--- src/hw/rtl/hng_pkg.sv ---
// Package for the Hamming number generator: widths, seed factors, shared types.
// Used by every module under hw/rtl; depends on nothing.
package hng_pkg;

    localparam int MAX_COUNT   = 64;
    localparam int VALUE_BITS  = 16;
    localparam int FIFO_DEPTH  = 64;
    localparam int IDX_BITS    = $clog2(FIFO_DEPTH);
    localparam int PTR_BITS    = IDX_BITS + 1;
    localparam int COUNT_BITS  = 7;
    localparam int POS_BITS    = 6;
    localparam int FACTOR_BITS = 3;

    typedef logic [VALUE_BITS-1:0]  t_value;
    typedef logic [PTR_BITS-1:0]    t_ptr;
    typedef logic [COUNT_BITS-1:0]  t_count;
    typedef logic [POS_BITS-1:0]    t_pos;
    typedef logic [FACTOR_BITS-1:0] t_factor;

    localparam t_factor FACTOR_TWO   = 3'd2;
    localparam t_factor FACTOR_THREE = 3'd3;
    localparam t_factor FACTOR_FIVE  = 3'd5;

    typedef enum logic {
        ST_IDLE,
        ST_RUN
    } t_state;

    // controller -> datapath
    typedef struct packed {
        logic seed;
        logic step;
        t_pos position;
        logic last;
    } t_dp_cmd;

    // datapath -> controller
    typedef struct packed {
        logic out_ready;
    } t_dp_stat;

    // value times a small constant, clamped to all ones when it does not fit
    function automatic t_value sat_mul(input t_value v, input t_factor k);
        logic [VALUE_BITS+FACTOR_BITS-1:0] p;
        p = {{FACTOR_BITS{1'b0}}, v} * {{VALUE_BITS{1'b0}}, k};
        return (p[VALUE_BITS+FACTOR_BITS-1:VALUE_BITS] != '0) ? '1 : p[VALUE_BITS-1:0];
    endfunction

endpackage

--- src/hw/rtl/hamming_number_generator_unit.sv ---
// Top level of the Hamming number generator: controller plus datapath.
// Depends on hng_pkg, hng_ctrl, hng_datapath.
//
// Usage:
//   Input channel (i_valid / o_stall, i_count): one request word gives the
//   number of values to emit; counts above 64 are clamped, zero emits nothing.
//   Output channel (o_valid / i_stall): one word per value with o_value,
//   o_position (0-based) and o_last on the final value of the run.
//   Each run restarts the sequence at 2: the three queues are reseeded with
//   2, 3 and 5 in the cycle the request is taken.
//   Timing: the first value is registered by the first step after seeding, then
//   one value per cycle while the receiver does not stall. The pace is set by
//   the head compare and queue update loop, one step per cycle unless stalled.
//   o_stall stays high while a run is in progress; the next request is taken
//   as soon as the last step is issued, even while the last word still waits.
//   When the receiver stalls, the output register holds its word and the
//   stepping pauses until the word is taken.
//   Reset (synchronous, active low) empties the queues and the output register.
module hamming_number_generator_unit
    import hng_pkg::*;
(
    input  logic   i_clk,
    input  logic   i_rst_n,
    input  logic   i_valid,
    output logic   o_stall,
    input  t_count i_count,
    output logic   o_valid,
    input  logic   i_stall,
    output t_value o_value,
    output t_pos   o_position,
    output logic   o_last
);

    t_dp_cmd  w_cmd;
    t_dp_stat w_stat;

    hng_ctrl u_ctrl (
        .i_clk   (i_clk),
        .i_rst_n (i_rst_n),
        .i_valid (i_valid),
        .i_count (i_count),
        .o_stall (o_stall),
        .i_stat  (w_stat),
        .o_cmd   (w_cmd)
    );

    hng_datapath u_datapath (
        .i_clk      (i_clk),
        .i_rst_n    (i_rst_n),
        .i_cmd      (w_cmd),
        .o_stat     (w_stat),
        .i_stall    (i_stall),
        .o_valid    (o_valid),
        .o_value    (o_value),
        .o_position (o_position),
        .o_last     (o_last)
    );

    // a step never overwrites a word still waiting at the output
    a_step_has_room: assert property (@(posedge i_clk) disable iff (!i_rst_n)
        w_cmd.step |-> w_stat.out_ready)
        else $error("step issued while output word is held");

    // a nonzero request starts a run that blocks further requests
    a_run_starts: assert property (@(posedge i_clk) disable iff (!i_rst_n)
        (i_valid && !o_stall && (i_count != '0)) |=> o_stall)
        else $error("accepted request did not start a run");

    // after the final step the input side opens again
    a_run_ends: assert property (@(posedge i_clk) disable iff (!i_rst_n)
        (w_cmd.step && w_cmd.last) |=> !o_stall)
        else $error("run did not end after final value");

    // seeding and stepping never happen together
    a_seed_alone: assert property (@(posedge i_clk) disable iff (!i_rst_n)
        w_cmd.seed |-> !w_cmd.step)
        else $error("seed and step in the same cycle");

endmodule

--- src/hw/rtl/hng_queue.sv ---
// One queue of pending multiples: circular buffer with registered head word.
// Depends on hng_pkg.
module hng_queue
    import hng_pkg::*;
(
    input  logic   i_clk,
    input  logic   i_rst_n,
    input  logic   i_seed,
    input  t_value i_seed_value,
    input  logic   i_pop,
    input  logic   i_push,
    input  t_value i_push_value,
    output t_value o_head
);

    t_value r_mem [FIFO_DEPTH];
    t_value r_head;
    t_ptr   r_head_ptr, r_tail_ptr;
    t_ptr   n_head_ptr, n_tail_ptr;
    t_ptr   w_fill;
    logic   w_do_push, w_do_pop;

    // pop goes first, so a full queue that pops this cycle still takes the push
    always_comb begin
        w_fill     = r_tail_ptr - r_head_ptr;
        w_do_pop   = i_pop && (w_fill != '0);
        w_do_push  = i_push && ((w_fill != PTR_BITS'(FIFO_DEPTH)) || w_do_pop);
        n_head_ptr = w_do_pop  ? r_head_ptr + t_ptr'(1) : r_head_ptr;
        n_tail_ptr = w_do_push ? r_tail_ptr + t_ptr'(1) : r_tail_ptr;
    end

    assign o_head = (w_fill == '0) ? '1 : r_head;

    always_ff @(posedge i_clk) begin
        if (!i_rst_n) begin
            r_head_ptr <= '0;
            r_tail_ptr <= '0;
        end else if (i_seed) begin
            r_head_ptr <= '0;
            r_tail_ptr <= t_ptr'(1);
        end else begin
            r_head_ptr <= n_head_ptr;
            r_tail_ptr <= n_tail_ptr;
        end
    end

    // head word is the registered read; a word pushed into an emptied queue is forwarded
    always_ff @(posedge i_clk) begin
        if (i_seed) begin
            r_mem[0] <= i_seed_value;
            r_head   <= i_seed_value;
        end else begin
            if (w_do_push) begin
                r_mem[r_tail_ptr[IDX_BITS-1:0]] <= i_push_value;
            end
            if (w_do_pop) begin
                if (w_do_push && (n_head_ptr == r_tail_ptr)) begin
                    r_head <= i_push_value;
                end else begin
                    r_head <= r_mem[n_head_ptr[IDX_BITS-1:0]];
                end
            end
        end
    end

endmodule

--- src/hw/rtl/hng_datapath.sv ---
// Datapath: three queues, minimum select, multiples, output word register.
// Depends on hng_pkg and hng_queue.
module hng_datapath
    import hng_pkg::*;
(
    input  logic     i_clk,
    input  logic     i_rst_n,
    input  t_dp_cmd  i_cmd,
    output t_dp_stat o_stat,
    input  logic     i_stall,
    output logic     o_valid,
    output t_value   o_value,
    output t_pos     o_position,
    output logic     o_last
);

    t_value w_head_two, w_head_three, w_head_five;
    t_value w_min;
    logic   r_out_valid;
    t_value r_value;
    t_pos   r_position;
    logic   r_last;

    always_comb begin
        w_min = w_head_two;
        if (w_head_three < w_min) begin
            w_min = w_head_three;
        end
        if (w_head_five < w_min) begin
            w_min = w_head_five;
        end
    end

    hng_queue u_two (
        .i_clk        (i_clk),
        .i_rst_n      (i_rst_n),
        .i_seed       (i_cmd.seed),
        .i_seed_value (VALUE_BITS'(FACTOR_TWO)),
        .i_pop        (i_cmd.step && (w_head_two == w_min)),
        .i_push       (i_cmd.step),
        .i_push_value (sat_mul(w_min, FACTOR_TWO)),
        .o_head       (w_head_two)
    );

    hng_queue u_three (
        .i_clk        (i_clk),
        .i_rst_n      (i_rst_n),
        .i_seed       (i_cmd.seed),
        .i_seed_value (VALUE_BITS'(FACTOR_THREE)),
        .i_pop        (i_cmd.step && (w_head_three == w_min)),
        .i_push       (i_cmd.step),
        .i_push_value (sat_mul(w_min, FACTOR_THREE)),
        .o_head       (w_head_three)
    );

    hng_queue u_five (
        .i_clk        (i_clk),
        .i_rst_n      (i_rst_n),
        .i_seed       (i_cmd.seed),
        .i_seed_value (VALUE_BITS'(FACTOR_FIVE)),
        .i_pop        (i_cmd.step && (w_head_five == w_min)),
        .i_push       (i_cmd.step),
        .i_push_value (sat_mul(w_min, FACTOR_FIVE)),
        .o_head       (w_head_five)
    );

    assign o_stat.out_ready = !r_out_valid || !i_stall;

    always_ff @(posedge i_clk) begin
        if (!i_rst_n) begin
            r_out_valid <= 1'b0;
        end else if (i_cmd.step) begin
            r_out_valid <= 1'b1;
        end else if (!i_stall) begin
            r_out_valid <= 1'b0;
        end
    end

    always_ff @(posedge i_clk) begin
        if (i_cmd.step) begin
            r_value    <= w_min;
            r_position <= i_cmd.position;
            r_last     <= i_cmd.last;
        end
    end

    assign o_valid    = r_out_valid;
    assign o_value    = r_value;
    assign o_position = r_position;
    assign o_last     = r_last;

endmodule

--- src/hw/rtl/hng_ctrl.sv ---
// Controller: takes a request word, seeds the queues, sequences one step per value.
// Depends on hng_pkg.
module hng_ctrl
    import hng_pkg::*;
(
    input  logic     i_clk,
    input  logic     i_rst_n,
    input  logic     i_valid,
    input  t_count   i_count,
    output logic     o_stall,
    input  t_dp_stat i_stat,
    output t_dp_cmd  o_cmd
);

    t_state r_state, n_state;
    t_pos   r_pos, n_pos;
    t_pos   r_last_pos, n_last_pos;
    t_count w_count;

    assign w_count = (i_count > COUNT_BITS'(MAX_COUNT)) ? COUNT_BITS'(MAX_COUNT) : i_count;

    always_ff @(posedge i_clk) begin
        if (!i_rst_n) begin
            r_state    <= ST_IDLE;
            r_pos      <= '0;
            r_last_pos <= '0;
        end else begin
            r_state    <= n_state;
            r_pos      <= n_pos;
            r_last_pos <= n_last_pos;
        end
    end

    always_comb begin
        n_state        = r_state;
        n_pos          = r_pos;
        n_last_pos     = r_last_pos;
        o_cmd          = '0;
        o_cmd.position = r_pos;
        o_cmd.last     = (r_pos == r_last_pos);
        o_stall        = (r_state == ST_RUN);
        unique case (r_state)
            ST_IDLE: begin
                // a zero count produces nothing
                if (i_valid && (w_count != '0)) begin
                    o_cmd.seed = 1'b1;
                    n_pos      = '0;
                    n_last_pos = POS_BITS'(w_count - t_count'(1));
                    n_state    = ST_RUN;
                end
            end
            ST_RUN: begin
                if (i_stat.out_ready) begin
                    o_cmd.step = 1'b1;
                    if (r_pos == r_last_pos) begin
                        n_state = ST_IDLE;
                    end else begin
                        n_pos = r_pos + t_pos'(1);
                    end
                end
            end
            default: begin
                n_state = ST_IDLE;
            end
        endcase
    end

endmodule

--- config.mk ---
export PLATFORM = sky130hd
export DESIGN_NAME = hamming_number_generator_unit
export DESIGN_NICKNAME = d
export VERILOG_FILES = /design/src/hw/rtl/hng_pkg.sv /design/src/hw/rtl/hamming_number_generator_unit.sv /design/src/hw/rtl/hng_queue.sv /design/src/hw/rtl/hng_datapath.sv /design/src/hw/rtl/hng_ctrl.sv
export SDC_FILE = /design/constraint.sdc
export NUM_CORES = 2
export LEC_CHECK = 0
export BUFFER_PORTS_ARGS = -buffer_cell sky130_fd_sc_hd__clkbuf_2
export CAP_MARGIN = 20
export CORE_UTILIZATION = 35
export CTS_CLUSTER_DIAMETER = 120
export CTS_CLUSTER_SIZE = 30
export DETAILED_ROUTE_END_ITERATION = 16
export PLACE_DENSITY = 0.59
export SETUP_SLACK_MARGIN = 0.2
export SLEW_MARGIN = 20
export SYNTH_ARGS = -nofsm -noshare
export SYNTH_HDL_FRONTEND = slang
export SYNTH_HIERARCHICAL = 1
export SYNTH_SLANG_ARGS = --single-unit
--- constraint.sdc ---
create_clock -name i_clk -period 13.4 [get_ports i_clk]
set_input_delay 1.34 -clock i_clk [delete_from_list [all_inputs] [get_ports i_clk]]
set_output_delay 1.34 -clock i_clk [all_outputs]
set_load 0.005 [all_outputs]
==> flow_metrics.py <==
metrics = {
    "yosys": {
        "synth_fa_ha_area_share_pct": 0.739,
        "netlist_area_um2": 147000,
        "ys_async_sr_fraction_pct": 0,
        "ys_ff_latch": 3199,
        "ys_warn_count": 6,
        "synthCells": 10613,
        "synth_top_family_by_area": "compound AO/OA/AOI/OAI gates",
        "synthMuxAreaShare_pct": 10.6,
        "synth_edf_count": 3143,
        "synth-compound-area-share_pct": 12.4,
        "synth_simple_gate_area_share_pct": 7.63,
        "syn_area_per_cell_um2": 13.8,
        "synth.largest_area_cell": "edfxtp_1",
        "synth.top_cell.area_share_pct": 64.4,
        "synth_xor_area_share_pct": 0.891,
        "synth.distinct_cells": 119,
        "synth_flop_cell": "edfxtp_1",
        "yosysSeqAreaShare_pct": 65.2,
        "synth.area.top_cells": "edfxtp_1 64%, mux2i_1 5.0%, nand2_1 3.7%",
    },
    "power_and_ir_drop": {
        "p_leak_nw": 47.3,
        "max-vdd-ir-drop_mv": 0.171,
        "powerDensity_nw_per_um2": 141,
        "total_power_w": 0.0225,
    },
    "timing": {
        "fin_worst_skew_ns": 0.0792,
        "report.final.slew_viol_count": 0,
        "slew_headroom_pct": 15.9,
        "finalCritPeriodShare_pct": 93.7,
        "fin_crit_ns": 12.56,
        "tightest_slew_ns": 1.24,
        "hold_viol": 0,
        "rsz0062_at_grt": "false",
        "fmax_mhz": 79.6,
        "setup_viol": 0,
    },
    "die": {
        "fp.dieW_um": 649,
        "num_rows": 237,
        "io_pins": 36,
        "die_y_um": 649,
        "die-area_um2": 421000,
        "initial_utilization_pct": 35.2,
        "core_area_um2": 417000,
    },
    "routing": {
        "drtIter0Drc": 11353,
        "vias": 96546,
        "drt-wirelength-per-cell_um": 28.0,
        "drt-pass1-iter-count": 8,
        "drc": 0,
        "viasPerCell": 5.97,
        "drt_wl_total_mm": 453,
        "ant_nets": 0,
    },
    "clocking": {
        "cts_htree_levels": 4,
        "cts_buffer_depth": 4,
        "clock-sinks": 3199,
        "clk_latency_ns": 0.93,
        "cts_tree": "yes",
        "numCtsBuffers": 134,
        "clk_pin_slew_ns": 0.12,
        "cts.root.buffer_cell": "clkbuf_16",
    },
    "critical_path": {
        "worstPathRequired_ns": 14.06,
        "worstPathBufferInverterCount": 8,
        "crit_top_cell": "a21oi_1",
        "cp-start-kind": "register",
        "critPathKind": "reg -> reg",
        "cp.arrival_ns": 13.21,
        "cpMaxStageDelayCell": "a2111oi_0",
        "cp_slowest_stage_delay_ns": 0.92,
        "end_kind": "register",
        "cp_max_fo": 48,
        "cp_top_family": "compound AO/OA/AOI/OAI gates",
    },
    "finish": {
        "post-route-cell-area_um2": 159000,
        "drive_gt1_share_pct": 13.4,
        "fin_nets": 10709,
        "area_growth_pct": 8.73,
        "nFillCells": 38604,
        "instances_no_fill": 16163,
    },
    "placement": {
        "numPortBuffers": 35,
        "dp.cells": 15967,
        "dp_hpwl_mm": 278,
        "gp_congestion": 0.917,
        "placed_cell_area_um2": 155000,
    },
    "global_routing": {
        "grtUsageMet3_pct": 2.69,
        "grt_start_max_net_pins": 156,
        "grt_use_met1_pct": 27.9,
        "grt_pass1_vias": 92931,
        "gr-total-overflow": 0,
        "met2_usage_pct": 33.7,
        "busiest_layer": "met2",
        "grt_pass1_wl_mm": 653,
        "track_usage_pct": 20.6,
        "antenna_found_initial": 24,
    },
    "status": {
        "outcome": "completed",
    },
    "worst_hold_path": {
        "hold_path.class": "reg -> reg",
    },
    "run": {
        "maxCapViolations": 0,
    },
}
## synthesized netlist by cell type, types with 18 or more instances
master / n
o21ai_1: 19
clkbuf_1: 474
buf_2: 210
nand3_1: 225
mux2_2: 340
a32oi_1: 73
inv_1: 65
buf_1: 90
nor2_1: 440
mux4_2: 193
a21oi_1: 355
nand3b_1: 28
o221ai_1: 225
a211oi_1: 37
o2111ai_1: 76
o31ai_1: 61
o21ai_0: 319
o22a_1: 62
and3_1: 53
nand2b_1: 117
dfxtp_1: 56
edfxtp_1: 3143
nor3_1: 31
nand2_1: 1450
nor4_1: 18
o22ai_1: 385
nand4_1: 50
a31oi_1: 55
and4_1: 20
mux2i_1: 730
xnor2_1: 108
o311ai_1: 28
a22oi_1: 110
a221oi_1: 315
a2111oi_0: 31
o211ai_1: 36
a32o_1: 92
xor2_1: 33
ha_1: 85
## path summary, 6_finish.rpt
path                                                      from                          to  slack, ns  depth (start not counted)
worst max-delay path            u_datapath/u_two/r_head_ptr[2]  u_datapath/u_two/r_head[0]       0.84                         41
worst max register to register  u_datapath/u_two/r_head_ptr[2]  u_datapath/u_two/r_head[0]       0.84                         41
worst min register to register            u_ctrl/r_last_pos[2]        u_ctrl/r_last_pos[2]       0.53                          2
worst min-delay path                      u_ctrl/r_last_pos[2]        u_ctrl/r_last_pos[2]       0.53                          2
## where the power goes
group,switching [W],internal [W]
Clock,0.00314,0.00192
Sequential,0.0000728,0.0115
Combinational,0.00405,0.00180
Total,0.00727,0.0153
## cells in the final DEF, fill, tap and decap left out, types with 110 or more instances in the layout
master,Yosys,routed
o21ai_0,319,313
clkbuf_16,0,136
a21oi_1,355,351
a221oi_1,315,312
a22oi_1,110,110
nor2_1,440,428
mux2i_1,730,728
mux2_2,340,340
o221ai_1,225,225
nand2b_1,117,117
buf_4,13,488
edfxtp_1,3143,3143
o22ai_1,385,385
mux4_2,193,193
nand3_1,225,223
nand2_1,1450,1431
## tightest hold or removal path, cell delays in order, from the launching register on
cell and delay (ns):
dfxtp_1 0.34, nor2_1 0.10, a211oi_1 0.05
## metrics by stage
step / utilization, % / hold slack [ns] / worst slack (ns) / setup TNS, ns
after floorplan: - / 0.482 / 2.13 / 0
after global placement: 37.3 / 0.511 / -0.109 / -0.160
after detailed placement: 37.3 / 0.512 / 0.257 / 0
after CTS: 38.2 / 0.528 / 0.242 / 0
after global routing: 38.2 / 0.547 / 0.239 / 0
final: 38.2 / 0.526 / 0.845 / 0
## layer usage
metal / up-vias / wire length (µm)
li1: 41842 / -
met3: 659 / 33400
met1: 49955 / 187000
met5: - / 106
met2: 4074 / 215000
met4: 16 / 18000
## cell type report
class                      instances  area [µm²]  area share [%]
timing repair buffer             567        4700            2.95
tap                             5497        6880            4.32
inverter                          82         313           0.196
multi-input combinational       6628       48100            30.2
antenna                           15        37.5          0.0236
clock buffer                     154        3470            2.18
sequential                      3199       95500            59.9
clock inverter                    21         352           0.221
## what timing repair did
item / in CTS / in global routing
buffers inserted: 0 / 5
resized for setup: 0 / 16
hold buffers: 0 / 0
endpoints found under the hold margin: 0 / 0
endpoints found under the setup margin: 0 / 1163
## registers in the layout, indices dropped and copies added (netlist names)
signal	flops
u_datapath/u_five/r_mem	1024
u_datapath/u_three/r_mem	1024
u_datapath/u_two/r_mem	1024
u_datapath/o_value	16
u_datapath/u_five/r_head	16
u_datapath/u_three/r_head	16
u_datapath/u_two/r_head	16
u_datapath/u_five/r_head_ptr	7
u_datapath/u_five/r_tail_ptr	7
u_datapath/u_three/r_head_ptr	7
u_datapath/u_three/r_tail_ptr	7
u_datapath/u_two/r_head_ptr	7
u_datapath/u_two/r_tail_ptr	7
u_ctrl/r_last_pos	6
u_ctrl/r_pos	6
u_datapath/o_position	6
u_ctrl/o_stall	1
u_datapath/o_last	1
u_datapath/o_valid	1
## cell families (layout without fill, tap and decap cells)
| group | count (synthesis) | count (layout) |
|---|---|---|
| buffers and inverters | 881 | 824 |
| xor gates and xnor gates | 145 | 145 |
| other | 2 | 111 |
| DFF | 3199 | 3199 |
| muxes | 1265 | 1265 |
| AOI/OAI and AO/OA | 2486 | 2487 |
| and+or+nand+nor | 2549 | 2549 |
| adders and majority gates | 86 | 86 |
No activity file was read; power rests on OpenSTA's default activity.
